**src/hdl/assert_macros.svh**
```systemverilog
// Assertion macros shared by the Rice decoder RTL.
// Every macro samples on clk and is disabled while rst is high.
`ifndef ASSERT_MACROS_SVH
`define ASSERT_MACROS_SVH

// Check that the consequent holds in the same cycle as the antecedent.
`define CHK_SAME(lbl, ante, cons) \
  lbl: assert property (@(posedge clk) disable iff (rst) (ante) |-> (cons)) \
    else $error("rice decoder check failed");

// Check that the consequent holds in the cycle after the antecedent.
`define CHK_NEXT(lbl, ante, cons) \
  lbl: assert property (@(posedge clk) disable iff (rst) (ante) |=> (cons)) \
    else $error("rice decoder check failed");

`endif

```
**src/hdl/rcd_pkg.sv**
```systemverilog
// Shared types and constants for the Rice code bitstream decoder.
// Used by rcd_ctrl, rcd_datapath and rice_code_bitstream_decoder; no dependencies.
package rcd_pkg;

  localparam int BYTE_W    = 8;
  localparam int BIT_CNT_W = 3;
  localparam logic [BIT_CNT_W-1:0] LAST_BIT = 3'd7;

  localparam int K_W       = 4;
  localparam int REM_W     = 15;
  localparam int VALUE_W   = 24;

  // Configuration port
  localparam int CFG_IDX_W  = 2;
  localparam int CFG_DATA_W = 4;
  localparam logic [CFG_IDX_W-1:0] REG_RICE_K      = 2'd0;
  localparam logic [CFG_IDX_W-1:0] REG_SIGNED_MODE = 2'd1;

  // Commands from the controller to the datapath
  typedef struct packed {
    logic load;      // capture the input byte
    logic step;      // decode one bit
    logic last_bit;  // the bit being decoded is bit 7 of the byte
    logic flush;     // release the held result as the last one of the byte
  } cmd_t;

  // Status from the datapath to the controller
  typedef struct packed {
    logic step_ok;     // a bit can be decoded without losing a result
    logic pend_valid;  // a decoded result is held back
    logic out_free;    // the output register can take a result
  } stat_t;

endpackage

```
**src/hdl/rcd_ctrl.sv**
```systemverilog
// Controller of the Rice decoder: sequences bits of one byte, then a flush.
// Depends on rcd_pkg and assert_macros.svh.
`include "assert_macros.svh"

module rcd_ctrl (
  input  logic          clk,
  input  logic          rst,
  input  logic          s_tvalid,
  output logic          s_tready,
  input  rcd_pkg::stat_t stat,
  output rcd_pkg::cmd_t  cmd
);

  typedef enum logic [1:0] {
    ST_IDLE,
    ST_RUN,
    ST_FLUSH
  } state_t;

  state_t state;
  logic [rcd_pkg::BIT_CNT_W-1:0] bit_cnt;

  // Accept a byte only between bytes
  assign s_tready = (state == ST_IDLE);

  // Drive commands
  always_comb begin
    cmd.load     = s_tvalid && s_tready;
    cmd.step     = (state == ST_RUN) && stat.step_ok;
    cmd.last_bit = (bit_cnt == rcd_pkg::LAST_BIT);
    cmd.flush    = (state == ST_FLUSH) && stat.out_free;
  end

  // Hold state and bit counter
  always_ff @(posedge clk) begin
    if (rst) begin
      state   <= ST_IDLE;
      bit_cnt <= '0;
    end else begin
      unique case (state)
        ST_IDLE: begin
          bit_cnt <= '0;
          if (cmd.load) state <= ST_RUN;
        end
        ST_RUN: begin
          if (cmd.step) begin
            bit_cnt <= bit_cnt + 1'b1;
            if (cmd.last_bit) state <= ST_FLUSH;
          end
        end
        ST_FLUSH: begin
          bit_cnt <= '0;
          if (!stat.pend_valid || stat.out_free) state <= ST_IDLE;
        end
        default: state <= ST_IDLE;
      endcase
    end
  end

  `CHK_SAME(a_idle_cnt_zero, state == ST_IDLE, bit_cnt == '0)
  `CHK_NEXT(a_flush_done, (state == ST_FLUSH) && (!stat.pend_valid || stat.out_free),
            state == ST_IDLE)

endmodule

```
**src/hdl/rcd_datapath.sv**
```systemverilog
// Datapath of the Rice decoder: config registers, code state, held and output results.
// Depends on rcd_pkg and assert_macros.svh.
`include "assert_macros.svh"

module rcd_datapath #(
  parameter int MAX_QUOTIENT = 255,
  parameter int MAX_RICE_K   = 15
) (
  input  logic                            clk,
  input  logic                            rst,
  // configuration
  input  logic                            cfg_valid,
  output logic                            cfg_ready,
  input  logic [rcd_pkg::CFG_IDX_W-1:0]   cfg_index,
  input  logic [rcd_pkg::CFG_DATA_W-1:0]  cfg_data,
  // input payload
  input  logic [rcd_pkg::BYTE_W-1:0]      s_tdata,
  input  logic                            s_tlast,
  // output channel
  output logic                            m_tvalid,
  input  logic                            m_tready,
  output logic [rcd_pkg::VALUE_W-1:0]     m_tdata,
  output logic                            m_tuser,
  output logic                            m_tlast,
  // controller link
  input  rcd_pkg::cmd_t                   cmd,
  output rcd_pkg::stat_t                  stat
);

  localparam int QW  = $clog2(MAX_QUOTIENT + 1);
  localparam int VW  = rcd_pkg::VALUE_W + 1;
  localparam logic [rcd_pkg::K_W:0] KMAX = (rcd_pkg::K_W + 1)'(MAX_RICE_K);

  // configuration registers
  logic [rcd_pkg::K_W-1:0] rice_k;
  logic                    signed_mode;

  // byte being decoded
  logic [rcd_pkg::BYTE_W-1:0] shreg;
  logic                       eos;

  // code state
  logic                    in_rem;
  logic [QW-1:0]           q;
  logic                    sat;
  logic [rcd_pkg::REM_W-1:0] rem;
  logic [rcd_pkg::K_W-1:0] rem_cnt;

  // held result, released once the next result or the end of the byte shows up
  logic                         pend_valid;
  logic [rcd_pkg::VALUE_W-1:0]  pend_value;
  logic                         pend_ovf;

  logic                         bit_in;
  logic [rcd_pkg::K_W-1:0]      k_eff;
  logic [rcd_pkg::REM_W-1:0]    rem_set;
  logic [rcd_pkg::K_W-1:0]      cnt_inc;
  logic                         emit_now;
  logic [rcd_pkg::REM_W-1:0]    rem_masked;
  logic [VW-1:0]                v;
  logic [rcd_pkg::VALUE_W-1:0]  value_new;
  logic                         out_free;
  logic                         push_emit;
  logic                         push_flush;

  assign cfg_ready = 1'b1;

  // Form the next bit's outcome and the value of a completing code
  always_comb begin
    bit_in     = shreg[0];
    k_eff      = ({1'b0, rice_k} > KMAX) ? KMAX[rcd_pkg::K_W-1:0] : rice_k;
    rem_set    = rem | (rcd_pkg::REM_W'(bit_in) << rem_cnt);
    cnt_inc    = rem_cnt + 1'b1;
    emit_now   = in_rem ? (cnt_inc >= k_eff) : (!bit_in && (k_eff == '0));
    rem_masked = (in_rem ? rem_set : '0) & ~({rcd_pkg::REM_W{1'b1}} << k_eff);
    v          = (VW'(q) << k_eff) | VW'(rem_masked);
    // zigzag: odd v gives ~(v >> 1), even v gives v >> 1
    value_new  = signed_mode ? (v[VW-1:1] ^ {rcd_pkg::VALUE_W{v[0]}})
                             : v[rcd_pkg::VALUE_W-1:0];
    out_free   = !m_tvalid || m_tready;
    push_emit  = cmd.step && emit_now && pend_valid;
    push_flush = cmd.flush && pend_valid;
  end

  assign stat.step_ok    = !(emit_now && pend_valid && !out_free);
  assign stat.pend_valid = pend_valid;
  assign stat.out_free   = out_free;

  // Write configuration registers; drop writes beyond the register list
  always_ff @(posedge clk) begin
    if (rst) begin
      rice_k      <= '0;
      signed_mode <= 1'b0;
    end else if (cfg_valid && cfg_ready) begin
      if (cfg_index == rcd_pkg::REG_RICE_K) rice_k <= cfg_data[rcd_pkg::K_W-1:0];
      else if (cfg_index == rcd_pkg::REG_SIGNED_MODE) signed_mode <= cfg_data[0];
    end
  end

  // Load the byte, then shift one bit out per step
  always_ff @(posedge clk) begin
    if (cmd.load) begin
      shreg <= s_tdata;
      eos   <= s_tlast;
    end else if (cmd.step) begin
      shreg <= shreg >> 1;
    end
  end

  // Advance the code state one bit; clear it at a completed code or end of stream
  always_ff @(posedge clk) begin
    if (rst) begin
      in_rem  <= 1'b0;
      q       <= '0;
      sat     <= 1'b0;
      rem     <= '0;
      rem_cnt <= '0;
    end else if (cmd.step) begin
      if (emit_now || (cmd.last_bit && eos)) begin
        in_rem  <= 1'b0;
        q       <= '0;
        sat     <= 1'b0;
        rem     <= '0;
        rem_cnt <= '0;
      end else if (in_rem) begin
        rem     <= rem_set;
        rem_cnt <= cnt_inc;
      end else if (bit_in) begin
        if (q == QW'(MAX_QUOTIENT)) sat <= 1'b1;
        else q <= q + 1'b1;
      end else begin
        in_rem  <= 1'b1;
        rem     <= '0;
        rem_cnt <= '0;
      end
    end
  end

  // Hold the newest result until it is known whether it ends the byte
  always_ff @(posedge clk) begin
    if (rst) begin
      pend_valid <= 1'b0;
    end else if (cmd.step && emit_now) begin
      pend_valid <= 1'b1;
    end else if (push_flush) begin
      pend_valid <= 1'b0;
    end
    if (cmd.step && emit_now) begin
      pend_value <= value_new;
      pend_ovf   <= sat;
    end
  end

  // Output register
  always_ff @(posedge clk) begin
    if (rst) begin
      m_tvalid <= 1'b0;
    end else if (push_emit || push_flush) begin
      m_tvalid <= 1'b1;
    end else if (m_tready) begin
      m_tvalid <= 1'b0;
    end
    if (push_emit || push_flush) begin
      m_tdata <= pend_value;
      m_tuser <= pend_ovf;
      m_tlast <= push_flush;
    end
  end

  `CHK_SAME(a_no_result_lost, push_emit, out_free)
  `CHK_SAME(a_rem_cnt_range, in_rem, rem_cnt != {rcd_pkg::K_W{1'b1}})

endmodule

```
**src/hdl/rice_code_bitstream_decoder.sv**
```systemverilog
// Top level of the Rice code bitstream decoder.
// Depends on rcd_pkg, rcd_ctrl and rcd_datapath.
//
// Usage:
//   Input stream (s_*): one coded byte per transaction in s_tdata, decoded
//   bit 0 first; s_tlast marks the last byte of a stream, after which any
//   partial code is dropped and decoding starts afresh.
//   Output stream (m_*): one decoded value per transaction; m_tuser flags a
//   saturated quotient and m_tlast marks the last value caused by a byte.
//   Configuration (cfg_*): index 0 writes rice_k, index 1 writes signed_mode;
//   other indexes are ignored. Write only while the decoder is idle.
// Timing:
//   After acceptance, the eight bits of a byte pass one per step through the
//   code state; then a flush state and the idle state follow, and the next
//   byte is accepted in idle. A value enters the output register when the next
//   value of its byte completes, or at the flush for the last one, and is
//   offered from the following cycle. A stalled receiver holds the output
//   register; bit decoding waits only when a new value completes while one is
//   held and the register is full.
// Reset (rst, synchronous): clears config, code state, held result, controller state and output valid.
module rice_code_bitstream_decoder #(
  parameter int MAX_QUOTIENT = 255,
  parameter int MAX_RICE_K   = 15
) (
  input  logic                            clk,
  input  logic                            rst,
  input  logic                            cfg_valid,
  output logic                            cfg_ready,
  input  logic [rcd_pkg::CFG_IDX_W-1:0]   cfg_index,
  input  logic [rcd_pkg::CFG_DATA_W-1:0]  cfg_data,
  input  logic                            s_tvalid,
  output logic                            s_tready,
  input  logic [rcd_pkg::BYTE_W-1:0]      s_tdata,   // [7:0] stream_byte
  input  logic                            s_tlast,
  output logic                            m_tvalid,
  input  logic                            m_tready,
  output logic [rcd_pkg::VALUE_W-1:0]     m_tdata,   // [23:0] value (signed when signed_mode is set, else unsigned)
  output logic                            m_tuser,   // [0] overflow
  output logic                            m_tlast
);

  rcd_pkg::cmd_t  cmd;
  rcd_pkg::stat_t stat;

  rcd_ctrl u_ctrl (
    .clk      (clk),
    .rst      (rst),
    .s_tvalid (s_tvalid),
    .s_tready (s_tready),
    .stat     (stat),
    .cmd      (cmd)
  );

  rcd_datapath #(
    .MAX_QUOTIENT (MAX_QUOTIENT),
    .MAX_RICE_K   (MAX_RICE_K)
  ) u_datapath (
    .clk       (clk),
    .rst       (rst),
    .cfg_valid (cfg_valid),
    .cfg_ready (cfg_ready),
    .cfg_index (cfg_index),
    .cfg_data  (cfg_data),
    .s_tdata   (s_tdata),
    .s_tlast   (s_tlast),
    .m_tvalid  (m_tvalid),
    .m_tready  (m_tready),
    .m_tdata   (m_tdata),
    .m_tuser   (m_tuser),
    .m_tlast   (m_tlast),
    .cmd       (cmd),
    .stat      (stat)
  );

endmodule

```
**config.mk**
```make
export PLATFORM = sky130hd
export DESIGN_NAME = rice_code_bitstream_decoder
export DESIGN_NICKNAME = d
export VERILOG_FILES = /design/src/hdl/rcd_pkg.sv /design/src/hdl/rcd_ctrl.sv /design/src/hdl/rcd_datapath.sv /design/src/hdl/rice_code_bitstream_decoder.sv
export VERILOG_INCLUDE_DIRS = /design/src /design/src/hdl
export SDC_FILE = /design/constraint.sdc
export NUM_CORES = 1
export LEC_CHECK = 0
export BUFFER_PORTS_ARGS = -buffer_cell sky130_fd_sc_hd__buf_2
export CORE_ASPECT_RATIO = 0.5
export CORE_MARGIN = 10
export CORE_UTILIZATION = 50
export DETAILED_ROUTE_END_ITERATION = 12
export GPL_TIMING_DRIVEN = 0
export HOLD_SLACK_MARGIN = 0.05
export PLACE_DENSITY = 0.79
export SYNTH_ARGS = -nofsm -noshare
export SYNTH_HDL_FRONTEND = slang
export SYNTH_SLANG_ARGS = --single-unit
```
**constraint.sdc**
```tcl
create_clock -name clk -period 5.35 [get_ports clk]
set_input_delay 0.2675 -clock clk [delete_from_list [all_inputs] [get_ports clk]]
set_output_delay 0.2675 -clock clk [all_outputs]
set_load 0.005 [all_outputs]
```
==> summary.txt <==
Die
  • # IOs: 49
  • Initial Util: 0.515
  • Row cnt: 26
  • Die X-Extent: about 170 um
  • Die height: 92.6 um
  • Core region area: 0.0102 mm^2
  • Die ar.: about 0.015 mm^2

Pwr
  • Combinational power share: 0.099
  • Pint: 1.23 mW
  • Register share of total power: 0.527
  • Max VDD drop: 0.145 mV
  • PwrDens: about 270 mW/mm^2
  • Switching power: 0.409 mW
  • Sw Share: 0.250
  • Pleak: 2.10 nW
  • Clock share of power: 0.374

Synth
  • Synth Cell Area: 0.00527 mm^2
  • Commonest cells post-synth: 60 x edfxtp_1, 57 x nor2_1, 44 x a21oi_1
  • #FFs+latches synth: 101
  • Most frequent cell after synthesis: edfxtp_1
  • Post-synth ARST share: 0
  • Post-synth cell types: between 70 and 80
  • Ys Warns: 0
  • Mean Syn Cell Area: about 10 um^2
  • Top FF cell, synth: edfxtp_1
  • Number of synthesized flops with an enable pin: 60
  • Cells after synthesis: approximately 500
  • Synth area leader: edfxtp_1
  • Sequential fraction of the synthesis area: 0.497
  • Synth top area share: 0.342
  • Synth area leaders: edfxtp_1 34%, dfxtp_1 16%, a21oi_1 4.2%
  • Total nets after synthesis: approximately 540

GRT
  • Gr usage total: 0.166
  • Grt total ovfl: 0
  • Initial antenna violation count: 0
  • Largest net degree at the start of global routing: 27
  • First-pass GRT wire length: 20.4 mm
  • Vias in the first global route: about 3,900

Worst setup path
  • CP Capture Type: flip-flop
  • Crit path launch type: flip-flop
  • Worst endpoint data arrival time: roughly 3.8 ns
  • CP required: roughly 5.3 ns
  • Crit path max fanout: 26
  • Crit path kind: reg2reg

Timing
  • Final setup violation count: 0
  • FMAX: approximately 260 MHz
  • RSZ-0062 raised after global routing: no
  • Setup TNS: 0 ns
  • Final Cycle Share: 0.724
  • Max Slew Vio Count: 0
  • Worst-Margin Slew: 1.11 ns
  • Min cycle time layout: approximately 3.9 ns
  • Final hold vios: 0
  • Relative max-transition margin: 0.256
  • Clock skew: about 0.0093 ns

CTS
  • TritonCTS Buffers: 9
  • H-tree Lvls: 3
  • Cts hold-fix bufs: 0
  • Post-CTS sizing: 0
  • TritonCTS clock tree: done
  • CTS Root Cell: clkbuf_16
  • Postcts setup bufs: 0
  • CTS clk-pin slew, worst paths: 0.07 ns
  • Clock latency on the worst-skew pair: around 0.36 ns
  • CTS max path bufs: 2
  • Clock tree sinks: 101

Routing
  • DR WL/cell: between 15 and 20 um
  • Via density: around 6
  • Via count: 4,272
  • Number of nets still failing antenna checks after routing: 0
  • Routed WL: 12.7 mm
  • DRC: 0
  • Detailed Routing Iterations Pass 1: 5
  • Detailed Route Iter0 Violations: between 300 and 400

Layout
  • Inserted Diodes: 0
  • Share of cells above drive strength 1: 0.196
  • Area grow syn2layout: 13.2%
  • Nets: roughly 600
  • Final instance area: around 0.0060 mm^2

Placed design
  • Area post-placement: between 0.005 and 0.006 mm^2
  • Hpwl dp: approximately 9 mm
  • PortBufs: 46
  • RePlAce Congestion: ~0.97

Status
  • Status: completed

Hold path
  • HP Class: in2reg

Run
  • Max capacitance violation total: 0
## power by group through the flow
stage                     Combinational, mW  Clock (mW)  Sequential [mW]
after floorplan                       0.111           0            0.878
after detailed placement              0.158           0            0.880
final                                 0.161       0.612            0.863
after global routing                  0.175       0.660            0.865
after global placement                0.152           0            0.880
after CTS                             0.158       0.616            0.863
## per-layer routing
layer / global-route usage / up-vias / routed length (um)
li1: - / 2049 / -
met1: 0.228 / 2051 / 5960
met2: 0.244 / 159 / 5480
met3: 0.0508 / 13 / 1070
met4: 0.0521 / 0 / 148
met5: 0 / - / 0
## final timing paths
path	cells after the start	to	start	slack [ns]
min reg2reg	0	u_datapath.m_tdata[6]$_DFFE_PP_	u_datapath.pend_value[6]$_DFFE_PP_	0.42
min	1	u_datapath.eos$_DFFE_PP_	s_tlast	0.09
max	9	u_datapath.m_tdata[3]$_DFFE_PP_	u_datapath.rem_cnt[0]$_SDFFE_PP0P_	1.48
max reg2reg	9	u_datapath.m_tdata[3]$_DFFE_PP_	u_datapath.rem_cnt[0]$_SDFFE_PP0P_	1.48
## state kept, by name, indices dropped and copies added, names as in the netlist
signal,count
u_datapath.m_tdata,24
u_datapath.pend_value,24
u_datapath.rem,15
u_datapath.q,8
u_datapath.shreg,8
u_datapath.k_eff,4
u_datapath.rem_cnt,4
u_ctrl.bit_cnt,3
u_ctrl.state,2
u_datapath.eos,1
u_datapath.in_rem,1
u_datapath.m_tlast,1
u_datapath.m_tuser,1
u_datapath.m_tvalid,1
u_datapath.pend_ovf,1
u_datapath.pend_valid,1
u_datapath.sat,1
u_datapath.signed_mode,1
## layout make-up
type / count / area [um^2]
fill: 881 / 4280
sequential: 101 / 2620
multi-input combinational: 356 / 2430
timing repair buffer: 47 / 241
clock buffer: 9 / 225
buffer: 39 / 181
tap: 140 / 175
clock inverter: 6 / 48.8
inverter: 12 / 45.0
## layout by cell type, fill, tap and decap left out, drive strengths merged, types with 5 or more instances in the layout
cell	instances
inv	12
o31ai	7
mux2	11
clkbuf	31
ha	8
nor2b	8
nand2b	7
nand2	24
nand3	20
or4	6
a211oi	6
nor2	57
and3	5
edfxtp	60
mux4	5
o21ai	14
xnor2	5
mux2i	11
dfxtp	41
a22oi	18
or3	7
nand4	5
a21oi	44
a21o	5
a31oi	5
buf	64
o211ai	6
nor3b	5
## metrics by stage
stage               hold slack (ns)  instances  setup slack, ns  total power, mW   util
detailed placement            0.405        695             1.52             1.04  0.556
global route                 0.0838        710             1.20             1.70  0.582
floorplan                     0.366        508             1.09            0.989      -
CTS                          0.0879        710             1.49             1.64  0.582
global placement              0.402        694            0.202             1.03  0.554
finish                       0.0928        710             1.48             1.64  0.582
## cells by family (layout without fill, tap and decap cells)
family	count (synthesis)	count (layout)	synth area share
AOI/OAI and AO/OA	146	146	0.197
xor gates and xnor gates	5	5	0.00831
adders and majority gates	8	8	0.0190
muxes	27	27	0.0657
other	1	1	0.000711
buffers and inverters	51	113	0.0430
DFF	101	101	0.497
and+or+nand+nor	169	169	0.169
## critical path: stages, from the launching register on
cell and delay (ns):
dfxtp_1 0.39, ha_1 0.25, nor2b_1 0.14, or2_2 0.28, ha_1 0.28, o211ai_1 0.12
o211ai_2 0.23, a31oi_1 0.71, nand3_1 0.20, nand2_1 0.85
Note: power is estimated with default switching activity, not from simulation.
